$ cat src/rtl/snfcs_pkg.sv
// ----------------------------------------------------------------------------
// snfcs_pkg
// Shared types, codes and constants of the SPI NOR flash command sequencer.
// ----------------------------------------------------------------------------
`default_nettype none
package snfcs_pkg;

  localparam int unsigned PAGE_BYTES = 256;
  localparam int unsigned PAGE_W     = $clog2(PAGE_BYTES);
  localparam int unsigned CHUNK_W    = PAGE_W + 1;
  localparam int unsigned MAX_EMIT   = 6;
  localparam int unsigned SLOT_W     = $clog2(MAX_EMIT + 1);

  localparam logic [2:0] OP_READ    = 3'd0;
  localparam logic [2:0] OP_PROGRAM = 3'd1;
  localparam logic [2:0] OP_ERASE   = 3'd2;
  localparam logic [2:0] OP_IDENT   = 3'd3;
  localparam logic [2:0] OP_WBYTE   = 3'd4;
  localparam logic [2:0] OP_REPLY   = 3'd5;
  localparam logic [2:0] OP_TICK    = 3'd6;
  localparam logic [2:0] OP_NONE    = 3'd7;

  localparam logic [1:0] KIND_SPI  = 2'd0;
  localparam logic [1:0] KIND_HOST = 2'd1;
  localparam logic [1:0] KIND_DONE = 2'd2;

  localparam logic [1:0] ST_OK      = 2'd0;
  localparam logic [1:0] ST_ALIGN   = 2'd1;
  localparam logic [1:0] ST_TIMEOUT = 2'd2;
  localparam logic [1:0] ST_ID      = 2'd3;

  localparam logic [1:0] CFG_SECTOR_LOG2 = 2'd0;
  localparam logic [1:0] CFG_SECTOR_CNT  = 2'd1;
  localparam logic [1:0] CFG_PROG_TMO    = 2'd2;
  localparam logic [1:0] CFG_ERASE_TMO   = 2'd3;

  localparam logic [7:0] CMD_WREN  = 8'h06;
  localparam logic [7:0] CMD_RDSR  = 8'h05;
  localparam logic [7:0] CMD_RDID  = 8'h9F;
  localparam logic [7:0] CMD_FREAD = 8'h0B;
  localparam logic [7:0] CMD_PP    = 8'h02;
  localparam logic [7:0] CMD_SE    = 8'hD8;
  localparam logic [7:0] ID_BYTE   = 8'h20;

  typedef struct packed {
    logic [2:0]  opcode;
    logic [23:0] start_address;
    logic [24:0] byte_count;
    logic [7:0]  byte_in;
  } in_word_t;

  typedef struct packed {
    logic [1:0] kind;
    logic [7:0] byte_out;
    logic       capture;
    logic       frame_end;
    logic [1:0] status;
    logic       last;
  } out_word_t;

  // one slot of an emit list: a result without its last flag
  typedef struct packed {
    logic [1:0] kind;
    logic [7:0] byte_out;
    logic       capture;
    logic       frame_end;
    logic [1:0] status;
  } slot_t;

  typedef struct packed {
    logic [SLOT_W-1:0]         count;
    slot_t [MAX_EMIT-1:0]      slots;
  } burst_t;

  function automatic slot_t spi(input logic [7:0] b, input logic cap, input logic fe);
    slot_t s;
    s = '{kind: KIND_SPI, byte_out: b, capture: cap, frame_end: fe, status: ST_OK};
    return s;
  endfunction

  function automatic slot_t done(input logic [1:0] st);
    slot_t s;
    s = '{kind: KIND_DONE, byte_out: 8'd0, capture: 1'b0, frame_end: 1'b0, status: st};
    return s;
  endfunction

endpackage
`default_nettype wire

$ cat src/rtl/spi_nor_flash_command_sequencer.sv
// ----------------------------------------------------------------------------
// spi_nor_flash_command_sequencer
// Turns host read, program, erase and identify requests into SPI byte words.
// Path: input word registered in snfcs_front, burst registered in snfcs_back.
// Throughput: one result word per cycle while out_ready is high; an input
// word causes up to six result words, or none, before the next is taken.
// Reset: synchronous active-low; sequencer idle, registers at default values.
// ----------------------------------------------------------------------------
`default_nettype none
module spi_nor_flash_command_sequencer (
  input  wire logic                 clk,
  input  wire logic                 rst_n,
  input  wire logic                 in_valid,
  output logic                      in_ready,
  input  wire snfcs_pkg::in_word_t  in_data,
  output logic                      out_valid,
  input  wire logic                 out_ready,
  output snfcs_pkg::out_word_t      out_data,
  input  wire logic                 cfg_we,
  input  wire logic [1:0]           cfg_index,
  input  wire logic [15:0]          cfg_wdata
);

  logic [4:0]  sector_log2_r;
  logic [8:0]  sector_cnt_r;
  logic [11:0] prog_tmo_r;
  logic [15:0] erase_tmo_r;

  logic                q_valid, q_ready, q_misaligned;
  snfcs_pkg::in_word_t q_data;
  logic [7:0]          q_capacity;

  always_ff @(posedge clk) begin
    if (!rst_n) begin
      sector_log2_r <= 5'd16;
      sector_cnt_r  <= 9'd32;
      prog_tmo_r    <= 12'd5;
      erase_tmo_r   <= 16'd3000;
    end else if (cfg_we) begin
      case (cfg_index)
        snfcs_pkg::CFG_SECTOR_LOG2: sector_log2_r <= cfg_wdata[4:0];
        snfcs_pkg::CFG_SECTOR_CNT:  sector_cnt_r  <= cfg_wdata[8:0];
        snfcs_pkg::CFG_PROG_TMO:    prog_tmo_r    <= cfg_wdata[11:0];
        snfcs_pkg::CFG_ERASE_TMO:   erase_tmo_r   <= cfg_wdata;
        default: begin
        end
      endcase
    end
  end

  snfcs_front u_front (
    .clk, .rst_n, .in_valid, .in_ready, .in_data,
    .sector_log2 (sector_log2_r),
    .sector_cnt  (sector_cnt_r),
    .q_valid, .q_ready, .q_data, .q_misaligned, .q_capacity
  );

  snfcs_back u_back (
    .clk, .rst_n, .q_valid, .q_ready, .q_data, .q_misaligned, .q_capacity,
    .sector_log2 (sector_log2_r),
    .prog_tmo    (prog_tmo_r),
    .erase_tmo   (erase_tmo_r),
    .out_valid, .out_ready, .out_data
  );

  a_out_hold: assert property (@(posedge clk) disable iff (!rst_n)
    out_valid && !out_ready |=> out_valid && $stable(out_data))
    else $error("result word changed while stalled");

  a_done_last: assert property (@(posedge clk) disable iff (!rst_n)
    out_valid && out_data.kind == snfcs_pkg::KIND_DONE |-> out_data.last)
    else $error("finish word is not the last of its burst");

  a_status_kind: assert property (@(posedge clk) disable iff (!rst_n)
    out_valid && out_data.kind != snfcs_pkg::KIND_DONE |-> out_data.status == snfcs_pkg::ST_OK)
    else $error("status set on a non-finish word");

endmodule
`default_nettype wire

$ cat src/rtl/snfcs_front.sv
// ----------------------------------------------------------------------------
// snfcs_front
// Input word register and classifier: drop OP_NONE words, compute the
// sector mask, alignment and expected capacity byte, then queue the word.
// ----------------------------------------------------------------------------
`default_nettype none
module snfcs_front (
  input  wire logic                clk,
  input  wire logic                rst_n,
  input  wire logic                in_valid,
  output logic                     in_ready,
  input  wire snfcs_pkg::in_word_t in_data,
  input  wire logic [4:0]          sector_log2,
  input  wire logic [8:0]          sector_cnt,
  output logic                     q_valid,
  input  wire logic                q_ready,
  output snfcs_pkg::in_word_t      q_data,
  output logic                     q_misaligned,
  output logic [7:0]               q_capacity
);

  logic                 valid_r;
  snfcs_pkg::in_word_t  word_r;
  logic [24:0]          mask;
  logic [3:0]           cnt_lg;
  logic                 take;

  assign in_ready = !valid_r || q_ready;
  assign take     = in_valid && in_ready;

  always_ff @(posedge clk) begin
    if (!rst_n) begin
      valid_r <= 1'b0;
    end else if (take) begin
      valid_r <= (in_data.opcode != snfcs_pkg::OP_NONE);
    end else if (q_ready) begin
      valid_r <= 1'b0;
    end
    if (take) begin
      word_r <= in_data;
    end
  end

  always_comb begin
    cnt_lg = '0;
    for (int i = 1; i < 9; i++) begin
      if (sector_cnt[i]) cnt_lg = 4'(i);
    end
  end

  assign mask         = (25'd1 << sector_log2) - 25'd1;
  assign q_valid      = valid_r;
  assign q_data       = word_r;
  assign q_misaligned = ((word_r.start_address & mask[23:0]) != '0) ||
                        ((word_r.byte_count & mask) != '0);
  assign q_capacity   = (sector_cnt == '0) ? 8'd0 : 8'({3'd0, sector_log2} + {4'd0, cnt_lg});

endmodule
`default_nettype wire

$ cat src/rtl/snfcs_back.sv
// ----------------------------------------------------------------------------
// snfcs_back
// Sequencer: runs request phases, emits up to six result words per input
// word, and streams them out one word per cycle while out_ready is high.
// ----------------------------------------------------------------------------
`default_nettype none
module snfcs_back (
  input  wire logic                 clk,
  input  wire logic                 rst_n,
  input  wire logic                 q_valid,
  output logic                      q_ready,
  input  wire snfcs_pkg::in_word_t  q_data,
  input  wire logic                 q_misaligned,
  input  wire logic [7:0]           q_capacity,
  input  wire logic [4:0]           sector_log2,
  input  wire logic [11:0]          prog_tmo,
  input  wire logic [15:0]          erase_tmo,
  output logic                      out_valid,
  input  wire logic                 out_ready,
  output snfcs_pkg::out_word_t      out_data
);

  typedef enum logic [5:0] {
    PH_IDLE       = 6'b000001,
    PH_RD_DATA    = 6'b000010,
    PH_PG_DATA    = 6'b000100,
    PH_POLL_WAIT  = 6'b001000,
    PH_POLL_REPLY = 6'b010000,
    PH_ID_REPLY   = 6'b100000
  } phase_t;

  phase_t                          phase_r, phase_nxt;
  logic [1:0]                      kind_r, kind_nxt;
  logic [23:0]                     addr_r, addr_nxt;
  logic [24:0]                     rem_r, rem_nxt;
  logic [snfcs_pkg::CHUNK_W-1:0]   chunk_r, chunk_nxt;
  logic [15:0]                     busy_r, busy_nxt;
  logic [1:0]                      idx_r, idx_nxt;
  logic                            mism_r, mism_nxt;

  snfcs_pkg::burst_t               burst_r, burst;
  logic [snfcs_pkg::SLOT_W-1:0]    pos_r;
  logic                            have_r;
  logic                            fire, last_slot;

  logic [24:0] sector;
  logic [snfcs_pkg::CHUNK_W-1:0] room;
  logic [24:0] rem_dec;
  logic [15:0] limit;
  logic [7:0]  want;

  assign last_slot = (pos_r == burst_r.count - snfcs_pkg::SLOT_W'(1));
  assign q_ready   = !have_r || (out_ready && last_slot);
  assign fire      = q_valid && q_ready;

  assign sector  = 25'd1 << sector_log2;
  assign room    = snfcs_pkg::CHUNK_W'(snfcs_pkg::PAGE_BYTES) -
                   snfcs_pkg::CHUNK_W'(addr_r[snfcs_pkg::PAGE_W-1:0]);
  assign rem_dec = rem_r - 25'd1;
  assign limit   = (kind_r == snfcs_pkg::OP_PROGRAM[1:0]) ? {4'd0, prog_tmo} : erase_tmo;
  assign want    = (idx_r < 2'd2) ? snfcs_pkg::ID_BYTE : q_capacity;

  always_comb begin
    logic [24:0] rem_sec;
    logic [23:0] a;
    logic [24:0] r;
    phase_nxt = phase_r;
    kind_nxt  = kind_r;
    addr_nxt  = addr_r;
    rem_nxt   = rem_r;
    chunk_nxt = chunk_r;
    busy_nxt  = busy_r;
    idx_nxt   = idx_r;
    mism_nxt  = mism_r;
    burst       = '0;
    rem_sec   = (rem_r >= sector) ? rem_r - sector : 25'd0;
    a         = addr_r;
    r         = rem_r;
    case (q_data.opcode)
      snfcs_pkg::OP_READ, snfcs_pkg::OP_PROGRAM,
      snfcs_pkg::OP_ERASE, snfcs_pkg::OP_IDENT: begin
        if (phase_r == PH_IDLE) begin
          a        = q_data.start_address;
          r        = q_data.byte_count;
          kind_nxt = q_data.opcode[1:0];
          addr_nxt = a;
          rem_nxt  = r;
          case (q_data.opcode)
            snfcs_pkg::OP_READ: begin
              burst.slots[0] = snfcs_pkg::spi(snfcs_pkg::CMD_FREAD, 1'b0, 1'b0);
              burst.slots[1] = snfcs_pkg::spi(a[23:16], 1'b0, 1'b0);
              burst.slots[2] = snfcs_pkg::spi(a[15:8], 1'b0, 1'b0);
              burst.slots[3] = snfcs_pkg::spi(a[7:0], 1'b0, 1'b0);
              if (r == '0) begin
                burst.slots[4] = snfcs_pkg::spi(8'h00, 1'b0, 1'b1);
                burst.slots[5] = snfcs_pkg::done(snfcs_pkg::ST_OK);
                burst.count    = 3'd6;
              end else begin
                burst.slots[4] = snfcs_pkg::spi(8'h00, 1'b0, 1'b0);
                burst.slots[5] = snfcs_pkg::spi(8'h00, 1'b1, r == 25'd1);
                burst.count    = 3'd6;
                rem_nxt        = r - 25'd1;
                phase_nxt      = PH_RD_DATA;
              end
            end
            snfcs_pkg::OP_PROGRAM: begin
              if (r == '0) begin
                burst.slots[0] = snfcs_pkg::done(snfcs_pkg::ST_OK);
                burst.count    = 3'd1;
              end else begin
                burst.slots[0] = snfcs_pkg::spi(snfcs_pkg::CMD_WREN, 1'b0, 1'b1);
                burst.slots[1] = snfcs_pkg::spi(snfcs_pkg::CMD_PP, 1'b0, 1'b0);
                burst.slots[2] = snfcs_pkg::spi(a[23:16], 1'b0, 1'b0);
                burst.slots[3] = snfcs_pkg::spi(a[15:8], 1'b0, 1'b0);
                burst.slots[4] = snfcs_pkg::spi(a[7:0], 1'b0, 1'b0);
                burst.count    = 3'd5;
                room_set: begin
                  logic [snfcs_pkg::CHUNK_W-1:0] rm;
                  rm = snfcs_pkg::CHUNK_W'(snfcs_pkg::PAGE_BYTES) -
                       snfcs_pkg::CHUNK_W'(a[snfcs_pkg::PAGE_W-1:0]);
                  chunk_nxt = (25'(rm) < r) ? rm : r[snfcs_pkg::CHUNK_W-1:0];
                end
                phase_nxt = PH_PG_DATA;
              end
            end
            snfcs_pkg::OP_ERASE: begin
              if (q_misaligned) begin
                burst.slots[0] = snfcs_pkg::done(snfcs_pkg::ST_ALIGN);
                burst.count    = 3'd1;
              end else if (r == '0) begin
                burst.slots[0] = snfcs_pkg::spi(snfcs_pkg::CMD_WREN, 1'b0, 1'b1);
                burst.slots[1] = snfcs_pkg::done(snfcs_pkg::ST_OK);
                burst.count    = 3'd2;
              end else begin
                burst.slots[0] = snfcs_pkg::spi(snfcs_pkg::CMD_WREN, 1'b0, 1'b1);
                burst.slots[1] = snfcs_pkg::spi(snfcs_pkg::CMD_WREN, 1'b0, 1'b1);
                burst.slots[2] = snfcs_pkg::spi(snfcs_pkg::CMD_SE, 1'b0, 1'b0);
                burst.slots[3] = snfcs_pkg::spi(a[23:16], 1'b0, 1'b0);
                burst.slots[4] = snfcs_pkg::spi(a[15:8], 1'b0, 1'b0);
                burst.slots[5] = snfcs_pkg::spi(a[7:0], 1'b0, 1'b1);
                burst.count    = 3'd6;
                busy_nxt       = '0;
                phase_nxt      = PH_POLL_WAIT;
              end
            end
            default: begin
              burst.slots[0] = snfcs_pkg::spi(snfcs_pkg::CMD_RDID, 1'b0, 1'b0);
              burst.slots[1] = snfcs_pkg::spi(8'h00, 1'b1, 1'b0);
              burst.slots[2] = snfcs_pkg::spi(8'h00, 1'b1, 1'b0);
              burst.slots[3] = snfcs_pkg::spi(8'h00, 1'b1, 1'b1);
              burst.count    = 3'd4;
              idx_nxt        = '0;
              mism_nxt       = 1'b0;
              phase_nxt      = PH_ID_REPLY;
            end
          endcase
        end
      end
      snfcs_pkg::OP_WBYTE: begin
        if (phase_r == PH_PG_DATA) begin
          chunk_nxt      = chunk_r - snfcs_pkg::CHUNK_W'(1);
          rem_nxt        = rem_dec;
          addr_nxt       = addr_r + 24'd1;
          burst.slots[0] = snfcs_pkg::spi(q_data.byte_in, 1'b0,
                                          chunk_r == snfcs_pkg::CHUNK_W'(1));
          burst.count    = 3'd1;
          if (chunk_r == snfcs_pkg::CHUNK_W'(1)) begin
            busy_nxt  = '0;
            phase_nxt = PH_POLL_WAIT;
          end
        end
      end
      snfcs_pkg::OP_REPLY: begin
        case (phase_r)
          PH_RD_DATA: begin
            burst.slots[0] = '{kind: snfcs_pkg::KIND_HOST, byte_out: q_data.byte_in,
                               capture: 1'b0, frame_end: 1'b0, status: snfcs_pkg::ST_OK};
            burst.count    = 3'd2;
            if (rem_r != '0) begin
              burst.slots[1] = snfcs_pkg::spi(8'h00, 1'b1, rem_r == 25'd1);
              rem_nxt        = rem_dec;
            end else begin
              burst.slots[1] = snfcs_pkg::done(snfcs_pkg::ST_OK);
              phase_nxt      = PH_IDLE;
            end
          end
          PH_POLL_REPLY: begin
            if (!q_data.byte_in[0]) begin
              if (kind_r == snfcs_pkg::OP_PROGRAM[1:0]) begin
                r = rem_r;
              end else begin
                a        = addr_r + sector[23:0];
                r        = rem_sec;
                addr_nxt = a;
                rem_nxt  = r;
              end
              if (r == '0) begin
                burst.slots[0] = snfcs_pkg::done(snfcs_pkg::ST_OK);
                burst.count    = 3'd1;
                phase_nxt      = PH_IDLE;
              end else if (kind_r == snfcs_pkg::OP_PROGRAM[1:0]) begin
                burst.slots[0] = snfcs_pkg::spi(snfcs_pkg::CMD_WREN, 1'b0, 1'b1);
                burst.slots[1] = snfcs_pkg::spi(snfcs_pkg::CMD_PP, 1'b0, 1'b0);
                burst.slots[2] = snfcs_pkg::spi(a[23:16], 1'b0, 1'b0);
                burst.slots[3] = snfcs_pkg::spi(a[15:8], 1'b0, 1'b0);
                burst.slots[4] = snfcs_pkg::spi(a[7:0], 1'b0, 1'b0);
                burst.count    = 3'd5;
                chunk_nxt      = (25'(room) < r) ? room : r[snfcs_pkg::CHUNK_W-1:0];
                phase_nxt      = PH_PG_DATA;
              end else begin
                burst.slots[0] = snfcs_pkg::spi(snfcs_pkg::CMD_WREN, 1'b0, 1'b1);
                burst.slots[1] = snfcs_pkg::spi(snfcs_pkg::CMD_SE, 1'b0, 1'b0);
                burst.slots[2] = snfcs_pkg::spi(a[23:16], 1'b0, 1'b0);
                burst.slots[3] = snfcs_pkg::spi(a[15:8], 1'b0, 1'b0);
                burst.slots[4] = snfcs_pkg::spi(a[7:0], 1'b0, 1'b1);
                burst.count    = 3'd5;
                busy_nxt       = '0;
                phase_nxt      = PH_POLL_WAIT;
              end
            end else if (busy_r >= limit) begin
              burst.slots[0] = snfcs_pkg::done(snfcs_pkg::ST_TIMEOUT);
              burst.count    = 3'd1;
              phase_nxt      = PH_IDLE;
            end else begin
              phase_nxt = PH_POLL_WAIT;
            end
          end
          PH_ID_REPLY: begin
            if (q_data.byte_in != want) mism_nxt = 1'b1;
            if (idx_r >= 2'd2) begin
              idx_nxt        = '0;
              burst.slots[0] = snfcs_pkg::done((mism_r || q_data.byte_in != want) ?
                                               snfcs_pkg::ST_ID : snfcs_pkg::ST_OK);
              burst.count    = 3'd1;
              phase_nxt      = PH_IDLE;
            end else begin
              idx_nxt = idx_r + 2'd1;
            end
          end
          default: begin
          end
        endcase
      end
      snfcs_pkg::OP_TICK: begin
        if (phase_r == PH_POLL_WAIT) begin
          burst.slots[0] = snfcs_pkg::spi(snfcs_pkg::CMD_RDSR, 1'b0, 1'b0);
          burst.slots[1] = snfcs_pkg::spi(8'h00, 1'b1, 1'b1);
          burst.count    = 3'd2;
          if (busy_r != 16'hFFFF) busy_nxt = busy_r + 16'd1;
          phase_nxt = PH_POLL_REPLY;
        end
      end
      default: begin
      end
    endcase
  end

  always_ff @(posedge clk) begin
    if (!rst_n) begin
      phase_r <= PH_IDLE;
      kind_r  <= '0;
      addr_r  <= '0;
      rem_r   <= '0;
      chunk_r <= '0;
      busy_r  <= '0;
      idx_r   <= '0;
      mism_r  <= 1'b0;
      have_r  <= 1'b0;
      pos_r   <= '0;
    end else begin
      if (fire) begin
        phase_r <= phase_nxt;
        kind_r  <= kind_nxt;
        addr_r  <= addr_nxt;
        rem_r   <= rem_nxt;
        chunk_r <= chunk_nxt;
        busy_r  <= busy_nxt;
        idx_r   <= idx_nxt;
        mism_r  <= mism_nxt;
        have_r  <= (burst.count != '0);
        pos_r   <= '0;
      end else if (have_r && out_ready) begin
        if (last_slot) begin
          have_r <= 1'b0;
        end
        pos_r <= pos_r + snfcs_pkg::SLOT_W'(1);
      end
    end
    if (fire) begin
      burst_r <= burst;
    end
  end

  always_comb begin
    snfcs_pkg::slot_t s;
    s = burst_r.slots[pos_r[2:0]];
    out_data = '{kind: s.kind, byte_out: s.byte_out, capture: s.capture,
                 frame_end: s.frame_end, status: s.status, last: last_slot};
  end
  assign out_valid = have_r;

endmodule
`default_nettype wire
$ cat config.mk
export PLATFORM = sky130hd
export DESIGN_NAME = spi_nor_flash_command_sequencer
export DESIGN_NICKNAME = d
export VERILOG_FILES = /design/src/rtl/snfcs_pkg.sv /design/src/rtl/spi_nor_flash_command_sequencer.sv /design/src/rtl/snfcs_front.sv /design/src/rtl/snfcs_back.sv
export SDC_FILE = /design/constraint.sdc
export NUM_CORES = 1
export LEC_CHECK = 0
export BUFFER_PORTS_ARGS = -buffer_cell sky130_fd_sc_hd__buf_4
export CELL_PAD_IN_SITES_DETAIL_PLACEMENT = 0
export CELL_PAD_IN_SITES_GLOBAL_PLACEMENT = 2
export CORE_MARGIN = 1.5
export CORE_UTILIZATION = 33
export CTS_CLUSTER_DIAMETER = 100
export DETAILED_ROUTE_END_ITERATION = 12
export PLACE_DENSITY_LB_ADDON = 0.25
export SYNTH_ARGS = -nofsm -noshare
export SYNTH_HDL_FRONTEND = slang
export SYNTH_SLANG_ARGS = --single-unit
$ cat constraint.sdc
create_clock -name clk -period 12 [get_ports clk]
set_input_delay 0.6 -clock clk [delete_from_list [all_inputs] [get_ports clk]]
set_output_delay 0.6 -clock clk [all_outputs]
set_load 0.01 [all_outputs]
==> results.cfg <==
[outcome]
status = finished, final reports clean

[logic_synthesis]
synth_seq_cells = 256
synth_cell_type_count = 95
synth_flop_cell = sky130_fd_sc_hd__dfxtp_1
cells_after_synth = 2264
synth_seq_area_share_pct = 33.81
synth_edf_count = 124
ys_warn_count = 0
asyncSetResetFlopFracSynth_pct = 0
synthesis.area_per_instance_sq_um = 8.317
synth_nets = 2447
syn_area_sq_um = 18830

[global_routing]
globalRoute.busiestLayer = met2
first_global_vias = 17350
grt_start_max_net_pins = 79
globalRouteMet3Util_pct = 3.030
global_route.usage.met2_pct = 39.80
groute.usage.overall_pct = 25.37
grt_pass1_wl_microns = 114400
globalRouteMet1Util_pct = 36.43
antenna_violations_before_repair = 2
gr-total-overflow = 0

[route]
drt_drc_violations_left = 0
dr.pass1.iters = 6
antenna_violating_nets_post_route = 0
drt-vias-per-instance = 5.884
routedWlPerCell_microns = 24.88
detail_route.iter0.violations = 1743
routed-via-count = 18060
sum_of_routed_wire_length_over_all_layers_microns = 76360

[die]
design.die.area_sq_um = 58500
ios = 100
dieHeight_microns = 241.9
initial_utilization_pct = 33.40
fp.dieW_microns = 241.9
fp.coreArea_sq_um = 56390
num_rows = 87

[final_layout]
diodes = 0
utilization_pct = 37.78
fin_cells = 3069
final_net_count = 2471
postLayoutCellArea_sq_um = 21300
area_delta_synth_final_pct = 13.14
drive_gt1_share_pct = 10.55

[timing]
post-route-min-period_ns = 6.530
tns_ns = 0
fin_crit_sh_pct = 54.41
fmax_mhz = 153.1
finalWorstSetupSlack_ns = 5.470
skew_ns = 0.02128
worst_hold_slack_ns = 0.1820
tightestPinTransition_ns = 1.115
hold_viol = 0
final_max_slew_viol_count = 0
slew_limit_headroom_pct = 25.00
finalSetupViolCount = 0
rsz0062_at_grt = no

[setup_path]
critPathCaptureType = flip-flop
critical-path-max-stage-delay_ns = 0.91
worstSetupStartpointType = flip-flop
cp.required_ns = 12.47
reg2reg_setup_slack_ns = 5.47
reg2reg_from = sector_log2_r[0]
crit_slowest_cell = sky130_fd_sc_hd__dfxtp_1
crit_path_start = sector_log2_r[0]
data_arrival_time_of_the_critical_path_ns = 7.00
worst_r2r_endpoint = u_back.chunk_r[2]
crit_type = reg2reg
crit_fanout = 23
ordered_list_of_cells_on_the_worst_path = nor2b_1 -> nand2_1 -> ha_1 -> nor2b_1 -> o31a_1 -> o31ai_2 -> nand4_1 -> a211oi_4 -> buf_4 -> inv_1 -> and3_1 -> a21oi_1 -> ha_1 -> a21o_1 -> a21oi_1 -> nor2b_1 -> o21ai_0 -> a21oi_1 -> a311oi_1 -> a211oi_2 -> a21o_1 -> a31o_2 -> o2bb2ai_1
r2r_cells = 23

[place]
routabilityCongestion = 0.8869
post_dp_cell_area_sq_um = 20260
post-place-ws_ns = 5.533
port_buffers = 99
dp_hpwl_microns = 57490
total_instance_count_after_detailed_placement = 3011

[clock_tree]
sinks_on_the_clock_net = 256
clock_tree_from_tritoncts = done
clk_root_buffer_cell = sky130_fd_sc_hd__clkbuf_16
max-clock-path-buffers = 3
cts_hold_repair_buffers = 0
cts_made_buffers = 31
cts_max_level = 1
cts.repair.resized = 0
clk_latency_ns = 0.60
clk_pin_slew_worst_paths_ns = 0.07
postCtsSetupRepairBufs = 0

[hold_path]
timing.hold.worst.start = in_data[21]
hold_class = in2reg
worstHoldPathCells = 1
timing.hold.worst_endpoint = u_front.q_data[21]

[run]
max_cap_violations = 0

[pwr]
power_density_nw_per_um2 = 126.7
irDropWorstVdd_mv = 0.09031
leak_pwr_nw = 8.273
post-layout-total-power_mw = 2.700
[worst max-delay path by stage]
stage,endpoint,slack (ns),cells past startpoint
after floorplan,u_back.busy_r[8],5.73,13
after global placement,u_back.chunk_r[2],5.60,23
after detailed placement,u_back.chunk_r[2],5.53,23
after CTS,u_back.chunk_r[2],5.49,23
after global routing,u_back.chunk_r[2],4.97,23
final,u_back.chunk_r[2],5.47,23
[synth_stat cells (11+ instances only)]
library cell	count	area share (%)
sky130_fd_sc_hd__clkbuf_1	112	2.2
sky130_fd_sc_hd__o22ai_1	40	1.3
sky130_fd_sc_hd__o21ai_0	107	2.8
sky130_fd_sc_hd__a211oi_1	24	0.96
sky130_fd_sc_hd__dfxtp_1	132	14
sky130_fd_sc_hd__xnor2_1	70	3.3
sky130_fd_sc_hd__nand2b_1	19	0.63
sky130_fd_sc_hd__a221oi_1	20	0.93
sky130_fd_sc_hd__buf_1	12	0.24
sky130_fd_sc_hd__nand3_1	74	2.0
sky130_fd_sc_hd__or3_1	17	0.56
sky130_fd_sc_hd__nor2b_1	28	0.93
sky130_fd_sc_hd__nand4_1	22	0.73
sky130_fd_sc_hd__o2bb2ai_1	11	0.51
sky130_fd_sc_hd__nand2_1	264	5.3
sky130_fd_sc_hd__xor2_1	54	2.5
sky130_fd_sc_hd__a31oi_1	17	0.56
sky130_fd_sc_hd__mux2i_1	44	2.3
sky130_fd_sc_hd__o31ai_1	13	0.52
sky130_fd_sc_hd__or4_1	12	0.48
sky130_fd_sc_hd__nor3_1	64	1.7
sky130_fd_sc_hd__nor2_1	193	3.8
sky130_fd_sc_hd__ha_1	97	6.4
sky130_fd_sc_hd__nor4_1	33	1.1
sky130_fd_sc_hd__o211ai_1	34	1.4
sky130_fd_sc_hd__a21oi_1	173	4.6
sky130_fd_sc_hd__a21o_1	43	1.7
sky130_fd_sc_hd__a222oi_1	15	0.80
sky130_fd_sc_hd__and2_1	28	0.93
sky130_fd_sc_hd__inv_1	82	1.6
sky130_fd_sc_hd__o21a_1	20	0.80
sky130_fd_sc_hd__and3_1	24	0.80
sky130_fd_sc_hd__a22oi_1	28	1.1
sky130_fd_sc_hd__edfxtp_1	124	20
[worst max-delay path: cells and delay by family, from the launching register on]
family / cells / cell delay, ns
DFF: 1 / 0.91
and+or+nand+nor: 6 / 1.39
AOI/OAI and AO/OA: 13 / 2.95
buffers and inverters: 2 / 0.45
adders and majority gates: 2 / 0.68
[sequential cells by signal (all words and copies together) (netlist names), 12 cells and up]
signal	flops
u_back.busy_r	16
u_back.addr_r	24
u_front.q_data	60
erase_tmo_r	16
u_back.burst_r	64
prog_tmo_r	12
u_back.rem_r	25
[metal layers]
layer	vias up	routed length, microns
met5	-	11
met4	2	2300
met3	113	4618
met2	692	33960
met1	8761	35470
li1	8489	-
[cells by family after synthesis]
| logic type | Yosys count | synth area share (%) |
|---|---|---|
| fa+ha+maj | 100 | 6.764 |
| buf+inv | 221 | 4.545 |
| compound gates | 670 | 24.07 |
| xor+xnor | 124 | 5.767 |
| mux | 57 | 3.595 |
| flops | 256 | 33.81 |
| simple gates | 836 | 21.46 |
[cell type report]
type                            count  area, sq um
Fill cell                        5898        35080
Multi-Input combinational cell   1787        11670
Tap cell                          756        945.9
Clock inverter                     17        181.4
Inverter                           83        311.5
Clock buffer                       41        864.6
Timing Repair Buffer              129        968.4
Sequential cell                   256         6366
[cells in the final DEF, fill, tap and decap left out, types with 62 or more instances in the layout]
master	Yosys	final
sky130_fd_sc_hd__nor3_1	64	62
sky130_fd_sc_hd__inv_1	82	81
sky130_fd_sc_hd__buf_4	1	129
sky130_fd_sc_hd__xnor2_1	70	70
sky130_fd_sc_hd__nand3_1	74	74
sky130_fd_sc_hd__dfxtp_1	132	132
sky130_fd_sc_hd__nor2_1	193	187
sky130_fd_sc_hd__edfxtp_1	124	124
sky130_fd_sc_hd__nand2_1	264	264
sky130_fd_sc_hd__ha_1	97	97
sky130_fd_sc_hd__o21ai_0	107	107
sky130_fd_sc_hd__a21oi_1	173	171
[where the power goes]
group,switching [mW],internal [mW]
clock,0.405,0.572
sequential,0.0694,0.960
combinational,0.441,0.252
No activity file was read; power rests on OpenSTA's default activity.
